**config.mk**
```make
export PLATFORM = sky130hd
export DESIGN_NAME = ffba_ctrl
export DESIGN_NICKNAME = d
export VERILOG_FILES = /design/src/rtl/core/ffba_pkg.sv /design/src/rtl/core/ffba_ctrl.sv
export SDC_FILE = /design/constraint.sdc
export NUM_CORES = 1
export LEC_CHECK = 0
export BUFFER_PORTS_ARGS = -buffer_cell sky130_fd_sc_hd__buf_2
export CAP_MARGIN = 20
export CORE_AREA = 2 2 39 41
export DETAILED_ROUTE_END_ITERATION = 10
export DIE_AREA = 0 0 41 43
export PLACE_DENSITY = 0.53
export RECOVER_POWER = 100
export SLEW_MARGIN = 20
export SYNTH_ARGS = -nofsm -noshare
export SYNTH_HDL_FRONTEND = slang
export SYNTH_SLANG_ARGS = --single-unit
```
**constraint.sdc**
```tcl
create_clock -name clk_i -period 1.59 [get_ports clk_i]
set_input_delay 0.0795 -clock clk_i [delete_from_list [all_inputs] [get_ports clk_i]]
set_output_delay 0.0795 -clock clk_i [all_outputs]
set_load 0.1 [all_outputs]
```
**src/rtl/core/ffba_pkg.sv**
```systemverilog
// ----------------------------------------------------------------------------
// ffba_pkg
// Types and codes shared by the first-fit block allocator modules.
// ----------------------------------------------------------------------------
package ffba_pkg;

  localparam int unsigned FIELD_W = 12;

  localparam logic STATUS_DONE   = 1'b0;
  localparam logic STATUS_NO_FIT = 1'b1;

  typedef enum logic [1:0] {
    FUNC_ALLOC  = 2'd0,
    FUNC_FREE   = 2'd1,
    FUNC_REINIT = 2'd2,
    FUNC_NOP    = 2'd3
  } func_e;

  typedef struct packed {
    func_e                func;
    logic [FIELD_W-1:0]   req_size;
    logic [FIELD_W-1:0]   free_addr;
  } in_t;

  typedef struct packed {
    logic                 status;
    logic [FIELD_W-1:0]   addr;
  } out_t;

  typedef enum logic [2:0] {
    ST_IDLE,
    ST_WALK_RD,
    ST_WALK_CHK,
    ST_WR_TAIL,
    ST_WR_HEAD,
    ST_FINISH
  } state_e;

  typedef struct packed {
    logic accept;
    logic rd_en;
    logic advance;
    logic capture_ok;
    logic capture_fail;
    logic wr_tail;
    logic wr_head;
    logic out_load;
  } cmd_t;

  typedef struct packed {
    logic fit;
    logic split;
    logic more;
  } stat_t;

endpackage

```
**src/rtl/core/ffba_ctrl.sv**
```systemverilog
// ----------------------------------------------------------------------------
// ffba_ctrl
// Sequencer for the header walk, block update and result handoff.
// ----------------------------------------------------------------------------
module ffba_ctrl (
  input  logic            clk_i,
  input  logic            rst_ni,
  input  logic            in_valid_i,
  output logic            in_stall_o,
  input  ffba_pkg::func_e func_i,
  output logic            out_valid_o,
  input  logic            out_stall_i,
  input  ffba_pkg::stat_t stat_i,
  output ffba_pkg::cmd_t  cmd_o
);

  ffba_pkg::state_e state_q, state_d;
  logic             out_valid_q, out_valid_d;
  logic             accept;
  logic             slot_free;

  assign accept     = in_valid_i && (state_q == ffba_pkg::ST_IDLE);
  assign slot_free  = !out_valid_q || !out_stall_i;
  assign in_stall_o = (state_q != ffba_pkg::ST_IDLE);
  assign out_valid_o = out_valid_q;

  always_comb begin
    state_d = state_q;
    unique case (state_q)
      ffba_pkg::ST_IDLE: begin
        if (accept) begin
          if (func_i == ffba_pkg::FUNC_ALLOC) begin
            state_d = ffba_pkg::ST_WALK_RD;
          end else begin
            state_d = ffba_pkg::ST_FINISH;
          end
        end
      end
      ffba_pkg::ST_WALK_RD: state_d = ffba_pkg::ST_WALK_CHK;
      ffba_pkg::ST_WALK_CHK: begin
        if (stat_i.fit) begin
          state_d = stat_i.split ? ffba_pkg::ST_WR_TAIL : ffba_pkg::ST_WR_HEAD;
        end else if (stat_i.more) begin
          state_d = ffba_pkg::ST_WALK_RD;
        end else begin
          state_d = ffba_pkg::ST_FINISH;
        end
      end
      ffba_pkg::ST_WR_TAIL: state_d = ffba_pkg::ST_WR_HEAD;
      ffba_pkg::ST_WR_HEAD: state_d = ffba_pkg::ST_FINISH;
      ffba_pkg::ST_FINISH: begin
        if (slot_free) begin
          state_d = ffba_pkg::ST_IDLE;
        end
      end
      default: state_d = ffba_pkg::ST_IDLE;
    endcase
  end

  always_comb begin
    cmd_o = '0;
    unique case (state_q)
      ffba_pkg::ST_IDLE:     cmd_o.accept = accept;
      ffba_pkg::ST_WALK_RD:  cmd_o.rd_en  = 1'b1;
      ffba_pkg::ST_WALK_CHK: begin
        cmd_o.capture_ok   = stat_i.fit;
        cmd_o.advance      = !stat_i.fit && stat_i.more;
        cmd_o.capture_fail = !stat_i.fit && !stat_i.more;
      end
      ffba_pkg::ST_WR_TAIL:  cmd_o.wr_tail  = 1'b1;
      ffba_pkg::ST_WR_HEAD:  cmd_o.wr_head  = 1'b1;
      ffba_pkg::ST_FINISH:   cmd_o.out_load = slot_free;
      default: cmd_o = '0;
    endcase
  end

  always_comb begin
    out_valid_d = out_valid_q;
    if (out_valid_q && !out_stall_i) begin
      out_valid_d = 1'b0;
    end
    if (cmd_o.out_load) begin
      out_valid_d = 1'b1;
    end
  end

  always_ff @(posedge clk_i or negedge rst_ni) begin
    if (!rst_ni) begin
      state_q     <= ffba_pkg::ST_IDLE;
      out_valid_q <= 1'b0;
    end else begin
      state_q     <= state_d;
      out_valid_q <= out_valid_d;
    end
  end

endmodule

```
==> results of run 1 <==
[logic make-up (layout without fill, tap and decap cells)]
family / after synthesis / in the layout / synth area share
AO/OA/AOI/OAI: 6 / 6 / 0.135
AND/OR/NAND/NOR: 20 / 20 / 0.385
buffers and inverters: 6 / 25 / 0.119
multiplexers: 1 / 1 / 0.0328
flip-flops: 4 / 4 / 0.328
[Yosys cell counts (all sizes together)]
master,instances
nor2b,1
o21ai,1
mux2i,1
a21oi,2
nor3b,2
nand2,2
nand3,1
nand3b,1
a221o,1
nand2b,2
buf,4
and2,1
nor4,1
inv,2
nor3,2
a211o,1
o21bai,1
nand4b,1
nor2,5
or3,1
dfrtp,4
[cell type report]
class                           count  share of cell area
Inverter                            2              0.0140
Clock buffer                        3              0.0419
Multi-Input combinational cell     27               0.421
Timing Repair Buffer               20               0.293
Tap cell                           16              0.0372
Sequential cell                     4               0.193
[worst max-delay path: cells and delay by family (launching register included)]
| kind | cells | cell delay (ns) |
|---|---|---|
| DFF | 1 | 0.47 |
| buffers and inverters | 1 | 0.20 |
| and+or+nand+nor | 2 | 0.52 |
[state kept, by name (all words and copies together), names as in the netlist]
register / flops
out_valid_o: 1
state_q: 3
[per-stage QoR]
stage / instance area [um2] / setup slack [ns] / cells / TNS [ns] / util
final: 538 / 0.0775 / 72 / 0 / 0.389
after detailed placement: 544 / 0.225 / 67 / 0 / 0.393
after floorplan: 358 / -0.213 / 37 / -0.452 / -
after global placement: 544 / 0.252 / 67 / 0 / 0.393
after global routing: 538 / 0.00564 / 72 / 0 / 0.389
after CTS: 578 / 0.000192 / 71 / 0 / 0.418
[repair_timing]
| item | in CTS | in global routing |
|---|---|---|
| endpoints found under the hold margin | 4 | 0 |
| endpoints found under the setup margin | 2 | 2 |
| buffers inserted | 0 | 1 |
| hold buffers | 1 | 0 |
| resized for setup | 1 | 3 |
[per-layer routing]
metal,wire [um],GRT usage,up-vias
met5,0,0,-
met4,12,0.100,0
met3,62,0.0366,2
met2,383,0.150,12
met1,336,0.137,148
li1,-,-,167
[worst max path at each step]
stage                           from  endpoint  cells after the start
after global placement    state_q[1]  cmd_o[5]                      4
after global routing      state_q[2]  cmd_o[5]                      4
final                     state_q[0]  cmd_o[7]                      3
after CTS                 state_q[2]  cmd_o[5]                      4
after floorplan           state_q[0]  cmd_o[1]                      2
after detailed placement  state_q[1]  cmd_o[5]                      4
==> reports/summary.txt, run 1 <==
Starting Density -> 0.221
Synth top area cells -> dfrtp_1, nor2_1, nor3b_1
DP HPWL -> 581 um
CTS Buffer Depth -> 2
Initial drt markers -> 5
# rows -> 14
Global route overflow -> 0
Crit-path cells -> or3_4, nor2_4, buf_8
CP Capture Type -> primary output
GRT Total Usage -> 0.113
Number of cells on the worst hold path -> 3
Vias in the first global route -> 319
Multi-input logic area -> 226 um2
Sequential area share after synthesis -> 0.328
Syn nets -> 46
Die area -> 1760 um2
Clk_lat worst skew -> 0.24 ns
Vias per cell -> 4.57
H-tree Lvls -> 1
Hold WC Path Type -> in -> reg
Yosys top cell area share -> 0.328
Status -> finished, final reports clean
Final setup fails -> 0
Clock skew -> 0.000239 ns
Antenna diode count -> 0
Port bufs -> 18
Hold Path End -> out_valid_o
Mean Syn Cell Area -> 8.25 um2
F_max -> 661 MHz
Final ANT Viol Nets -> 0
Crit path required time -> 1.51 ns
Final hold slack -> 0.0754 ns
Clk root buf -> clkbuf_4
CP startpoint kind -> flip-flop
DRT Wirelength -> 794 um
Final Cycle Share -> 0.951
Tmin final -> 1.51 ns
WS Path Type -> reg -> out
Slowest CP cell -> dfrtp_2
Placer congestion estimate -> 0.724
RSZ-0062 raised after global routing -> false
Wire length per cell -> 11.0 um
Yosys reg bits -> 4
Yosys cell types -> 23
Largest net degree at the start of global routing -> 11
Most frequent cells in the layout -> buf_2, clkbuf_4, dfrtp_2
Register Area -> 104 um2
Initial antenna violation count -> 0
Commonest non-fill, non-tap cell in the layout -> buf_2
Worst-path clk slew -> 0.04 ns
Die width -> 41 um
Mapped Area -> 305 um2
Synth Warn # -> 0
Vias -> 329
Layout area overhead -> 76.2%
Slowest stage delay, CP -> 0.47 ns
Rel. slew slack -> 0.642
Sink Count -> 4
Nets -> 67
Area leader, netlist -> dfrtp_1
Critical Path Fanout Max -> 10
Final Slew Violations -> 0
Synth Instances -> 37
Die Y -> 43 um
First-pass GRT wire length -> 1300 um
# IOs -> 19
Reg2Reg Depth -> 3
Max-cap violation count -> 0
Reg-to-reg endpoint -> state_q[2]
Worst R2R Start -> state_q[1]
Fillers -> 138
Pre-antenna DRT Iters -> 2
CTS buffer count -> 3
CTS tree -> yes
Core area -> 1380 um2
Worst Hold Launch -> out_stall_i
Layout cell share with drive strength beyond 1 -> 0.589
Slew of the pin with the lowest slew margin -> 0.540 ns
Worst EP arrival -> 1.43 ns
R2R setup slack -> 0.42 ns
Hold Violations, Final -> 0
Residual DRC -> 0
Power of run 1 is left out: the tool's default activity adds up to more than one toggle a clock period on the data nets, which glitch-free logic cannot reach.
==> run 2, diff against run 1 <==
--- a/config.mk
+++ b/config.mk
@@ -11,7 +11,6 @@
 export DETAILED_ROUTE_END_ITERATION = 10
 export DIE_AREA = 0 0 41 43
 export PLACE_DENSITY = 0.53
-export RECOVER_POWER = 100
 export SLEW_MARGIN = 20
 export SYNTH_ARGS = -nofsm -noshare
 export SYNTH_HDL_FRONTEND = slang
==> run 2 against run 1 <==
  * Register-to-register slack is essentially flat
  * Worst hold slack is essentially flat
  * Global-route usage unchanged
  * Wire length shrank 1.3%
  * Highest routed layer unchanged
==> reports/summary.txt, run 2 (synthesis results as in run 1) <==
Most frequent cells in the layout -> buf_2, buf_12, clkbuf_4, dfrtp_2
Clk root buf -> clkbuf_4
Final hold slack -> 0.0753 ns
Starting Density -> 0.221
GRT Total Usage -> 0.113
Status -> finished, final reports clean
Layout area overhead -> 94.3%
Wire length per cell -> 10.9 um
Clock skew -> 0.000307 ns
Slowest CP cell -> dfrtp_2
Sink Count -> 4
Placer congestion estimate -> 0.724
CTS buffer count -> 3
Global route overflow -> 0
Critical Path Fanout Max -> 10
Vias per cell -> 4.56
Dpl cell area -> 544 um2
DRT Wirelength -> 784 um
Initial antenna violation count -> 0
DR top layer -> met4
Final setup fails -> 0
# rows -> 14
Max-cap violation count -> 0
DP HPWL -> 581 um
Core area -> 1380 um2
Die Y -> 43 um
Worst-path clk slew -> 0.04 ns
Rel. slew slack -> 0.679
Clk_lat worst skew -> 0.24 ns
Hold Violations, Final -> 0
# IOs -> 19
F_max -> 666 MHz
Pre-antenna DRT Iters -> 2
Port bufs -> 18
Antenna diode count -> 0
Die width -> 41 um
Met1 wire length -> 322 um
H-tree Lvls -> 1
First-pass GRT wire length -> 1300 um
RSZ-0062 raised after global routing -> false
Biggest register -> state_q
Layout cell share with drive strength beyond 1 -> 0.607
Routed wl met3 -> 60 um
WS Path Type -> reg -> out
Residual DRC -> 0
Die area -> 1760 um2
Final ANT Viol Nets -> 0
Final Slew Violations -> 0
Post-route cell area -> 593 um2
Vias in the first global route -> 319
Crit-path cells -> or3_4, nor2_4, buf_12
Commonest non-fill, non-tap cell in the layout -> buf_2
Final Cycle Share -> 0.944
Largest register FFs -> 3
Vias -> 328
Worst EP arrival -> 1.42 ns
Slew of the pin with the lowest slew margin -> 0.485 ns
Tmin final -> 1.50 ns
CP startpoint kind -> flip-flop
Hold WC Path Type -> in -> reg
Fillers -> 134
Metal2 WL -> 389 um
CTS Buffer Depth -> 2
Initial drt markers -> 5
Crit path required time -> 1.51 ns
Largest net degree at the start of global routing -> 11
Nets -> 67
CTS tree -> yes
Slowest stage delay, CP -> 0.47 ns
CP Capture Type -> primary output
-- run 2: path summary, 6_finish.rpt --
path / from / to / slack, ns / cells past startpoint
setup / recovery: state_q[0] / cmd_o[7] / 0.09 / 3
hold / removal: out_stall_i / out_valid_o / 0.08 / 3
setup reg to reg: state_q[1] / state_q[2] / 0.42 / 3
hold reg to reg: out_valid_o / out_valid_o / 0.52 / 2
max in group asynchronous: rst_ni / state_q[2] / 1.28 / 2
min in group asynchronous: rst_ni / out_valid_o / 0.18 / 2
-- run 2: through the flow --
step | setup slack [ns] | TNS [ns] | std cells | util
3_3_place_gp | 0.252 | 0 | 67 | 0.393
6_report | 0.0892 | 0 | 72 | 0.429
4_1_cts | 0.000192 | 0 | 71 | 0.418
2_1_floorplan | -0.213 | -0.452 | 37 | -
5_1_grt | 0.00419 | 0 | 72 | 0.429
3_5_place_dp | 0.225 | 0 | 67 | 0.393
-- run 2: critical path: cells and delay by family, from the launching register on --
kind / cells / cell delay (ns)
buffers and inverters: 1 / 0.18
flip-flops: 1 / 0.47
AND/OR/NAND/NOR: 2 / 0.54
-- run 2: metal layers --
layer	track usage	vias up
li1	-	166
met1	0.137	148
met2	0.150	12
met3	0.0366	2
met4	0.100	0
met5	0	-
-- run 2: cell type report --
type	count	area, um2	area share
multi-input combinational	27	226	0.382
clock buffer	3	22.5	0.0380
sequential	4	104	0.175
inverter	2	7.51	0.0127
tap	16	20.0	0.0338
timing repair buffer	20	213	0.359
-- run 2: repair_timing --
item,4_1_cts,5_1_grt
pin swaps,0,0
buffers inserted,0,1
setup endpoints to repair,2,2
gates resized for setup,1,3
hold endpoints to repair,4,0
hold buffers,1,0
Power of run 2 is left out for the same reason.
==> run 3, diff against run 2 <==
--- a/config.mk
+++ b/config.mk
@@ -10,7 +10,7 @@
 export CORE_AREA = 2 2 39 41
 export DETAILED_ROUTE_END_ITERATION = 10
 export DIE_AREA = 0 0 41 43
-export PLACE_DENSITY = 0.53
+export PLACE_DENSITY = 0.46
 export SLEW_MARGIN = 20
 export SYNTH_ARGS = -nofsm -noshare
 export SYNTH_HDL_FRONTEND = slang
==> run 3 against run 2 <==
  * Sequential share of layout area decreased by 1.0 points
  * Wire length shrank 4.3%
  * Sequential cell count did not move
  * Core utilization up 2.1 points
  * Non-clock buffer count up 4
  * Global-route usage down 0.68 points
  * Via count grew 1.2%
  * Register-to-register slack got worse by 0.06 ns
  * Highest routed layer is now met3
==> reports/summary.txt, run 3 (synthesis results as in run 1) <==
Nets -> 71
Slowest CP cell -> dfrtp_1
# rows -> 14
GRT Total Usage -> 0.106
Crit path required time -> 1.51 ns
Worst EP arrival -> 1.43 ns
Max-cap violation count -> 0
Hold Violations, Final -> 0
CP startpoint kind -> flip-flop
Antenna diode count -> 0
CTS buffer count -> 3
First-pass GRT wire length -> 1250 um
H-tree Lvls -> 1
Pre-antenna DRT Iters -> 2
Vias -> 332
Slowest stage delay, CP -> 0.47 ns
Starting Density -> 0.221
Buf/Inv on CP -> 1
Vias in the first global route -> 316
Biggest register -> state_q
Rel. slew slack -> 0.680
Crit-path cells -> or3_4, nor2_4, buf_12
CTS Buffer Depth -> 2
Final Cycle Share -> 0.951
Largest register FFs -> 3
Slew of the pin with the lowest slew margin -> 0.484 ns
Sink Count -> 4
Critical Path Fanout Max -> 10
Port bufs -> 18
Placer congestion estimate -> 0.655
Global route overflow -> 0
CTS tree -> yes
Die area -> 1760 um2
Layout cell share with drive strength beyond 1 -> 0.617
DP HPWL -> 593 um
Top delay family on crit path -> simple AND/OR/NAND/NOR gates
Commonest non-fill, non-tap cell in the layout -> buf_2
Residual DRC -> 0
Clk root buf -> clkbuf_4
WS Path Type -> reg -> out
R2R setup slack -> 0.36 ns
DRT Wirelength -> 750 um
Worst-path clk slew -> 0.04 ns
Final hold slack -> 0.0769 ns
Final setup fails -> 0
Wire length per cell -> 9.87 um
Number of cells on the worst hold path -> 3
Hold Path End -> out_valid_o
Layout area overhead -> 104%
Core area -> 1380 um2
CP Capture Type -> primary output
# IOs -> 19
Die width -> 41 um
Die Y -> 43 um
Hold WC Path Type -> in -> reg
Worst R2R Start -> state_q[2]
F_max -> 661 MHz
Clock skew -> 0.00203 ns
Vias per cell -> 4.37
Final ANT Viol Nets -> 0
Largest net degree at the start of global routing -> 11
Final Slew Violations -> 0
Reg2Reg Depth -> 4
Most frequent cells in the layout -> buf_2, buf_12, buf_4
Tmin final -> 1.51 ns
Clk_lat worst skew -> 0.23 ns
Worst Hold Launch -> out_stall_i
Initial drt markers -> 3
Reg-to-reg endpoint -> state_q[2]
Status -> finished, final reports clean
Initial antenna violation count -> 0
RSZ-0062 raised after global routing -> false
-- run 3: changes by cell type in the layout (fill, tap and decap cells not counted), sizes merged --
cell,change
buf,+4
-- run 3: worst max path at each step --
stage                           from        to  slack [ns]  cells past startpoint
after floorplan           state_q[0]  cmd_o[1]       -0.21                      2
final                     state_q[0]  cmd_o[7]        0.08                      3
after global placement    state_q[2]  cmd_o[5]        0.25                      4
after detailed placement  state_q[1]  cmd_o[5]        0.21                      4
after global routing      state_q[0]  cmd_o[7]       0.009                      3
after CTS                 state_q[2]  cmd_o[5]        0.03                      4
-- run 3: layout make-up --
class / count / area, um2
multi-input cells: 27 / 226
repair buffers: 24 / 243
clock buffers: 3 / 22.5
inverters: 2 / 7.51
well taps: 16 / 20.0
fillers: 144 / 762
flip-flops and latches: 4 / 103
-- run 3: repair_timing --
item | in CTS | in global routing
setup buffers | 0 | 5
hold endpoints to repair | 4 | 0
resized for setup | 2 | 1
hold buffers | 1 | 0
setup endpoints to repair | 2 | 2
pin swaps | 0 | 0
-- run 3: tightest hold or removal path: cells and delay by family --
family	cells	cell delay (ns)
buffers and inverters	1	0.10
and+or+nand+nor	2	0.10
-- run 3: metal layers --
layer	global-route usage	vias to the layer above	part of all wire
li1	-	173	-
met1	0.125	150	0.44
met2	0.150	9	0.51
met3	0.0681	0	0.044
met4	0.0400	0	0
met5	0	-	0
-- run 3: through the flow --
stage	setup slack, ns	cell area, um2	instances	utilization	setup TNS (ns)
2_1_floorplan	-0.213	358	37	-	-0.452
3_3_place_gp	0.255	544	67	0.393	0
3_5_place_dp	0.215	544	67	0.393	0
4_1_cts	0.0291	579	71	0.419	0
5_1_grt	0.00941	622	76	0.449	0
6_report	0.0771	622	76	0.449	0
Power of run 3 is left out for the same reason.
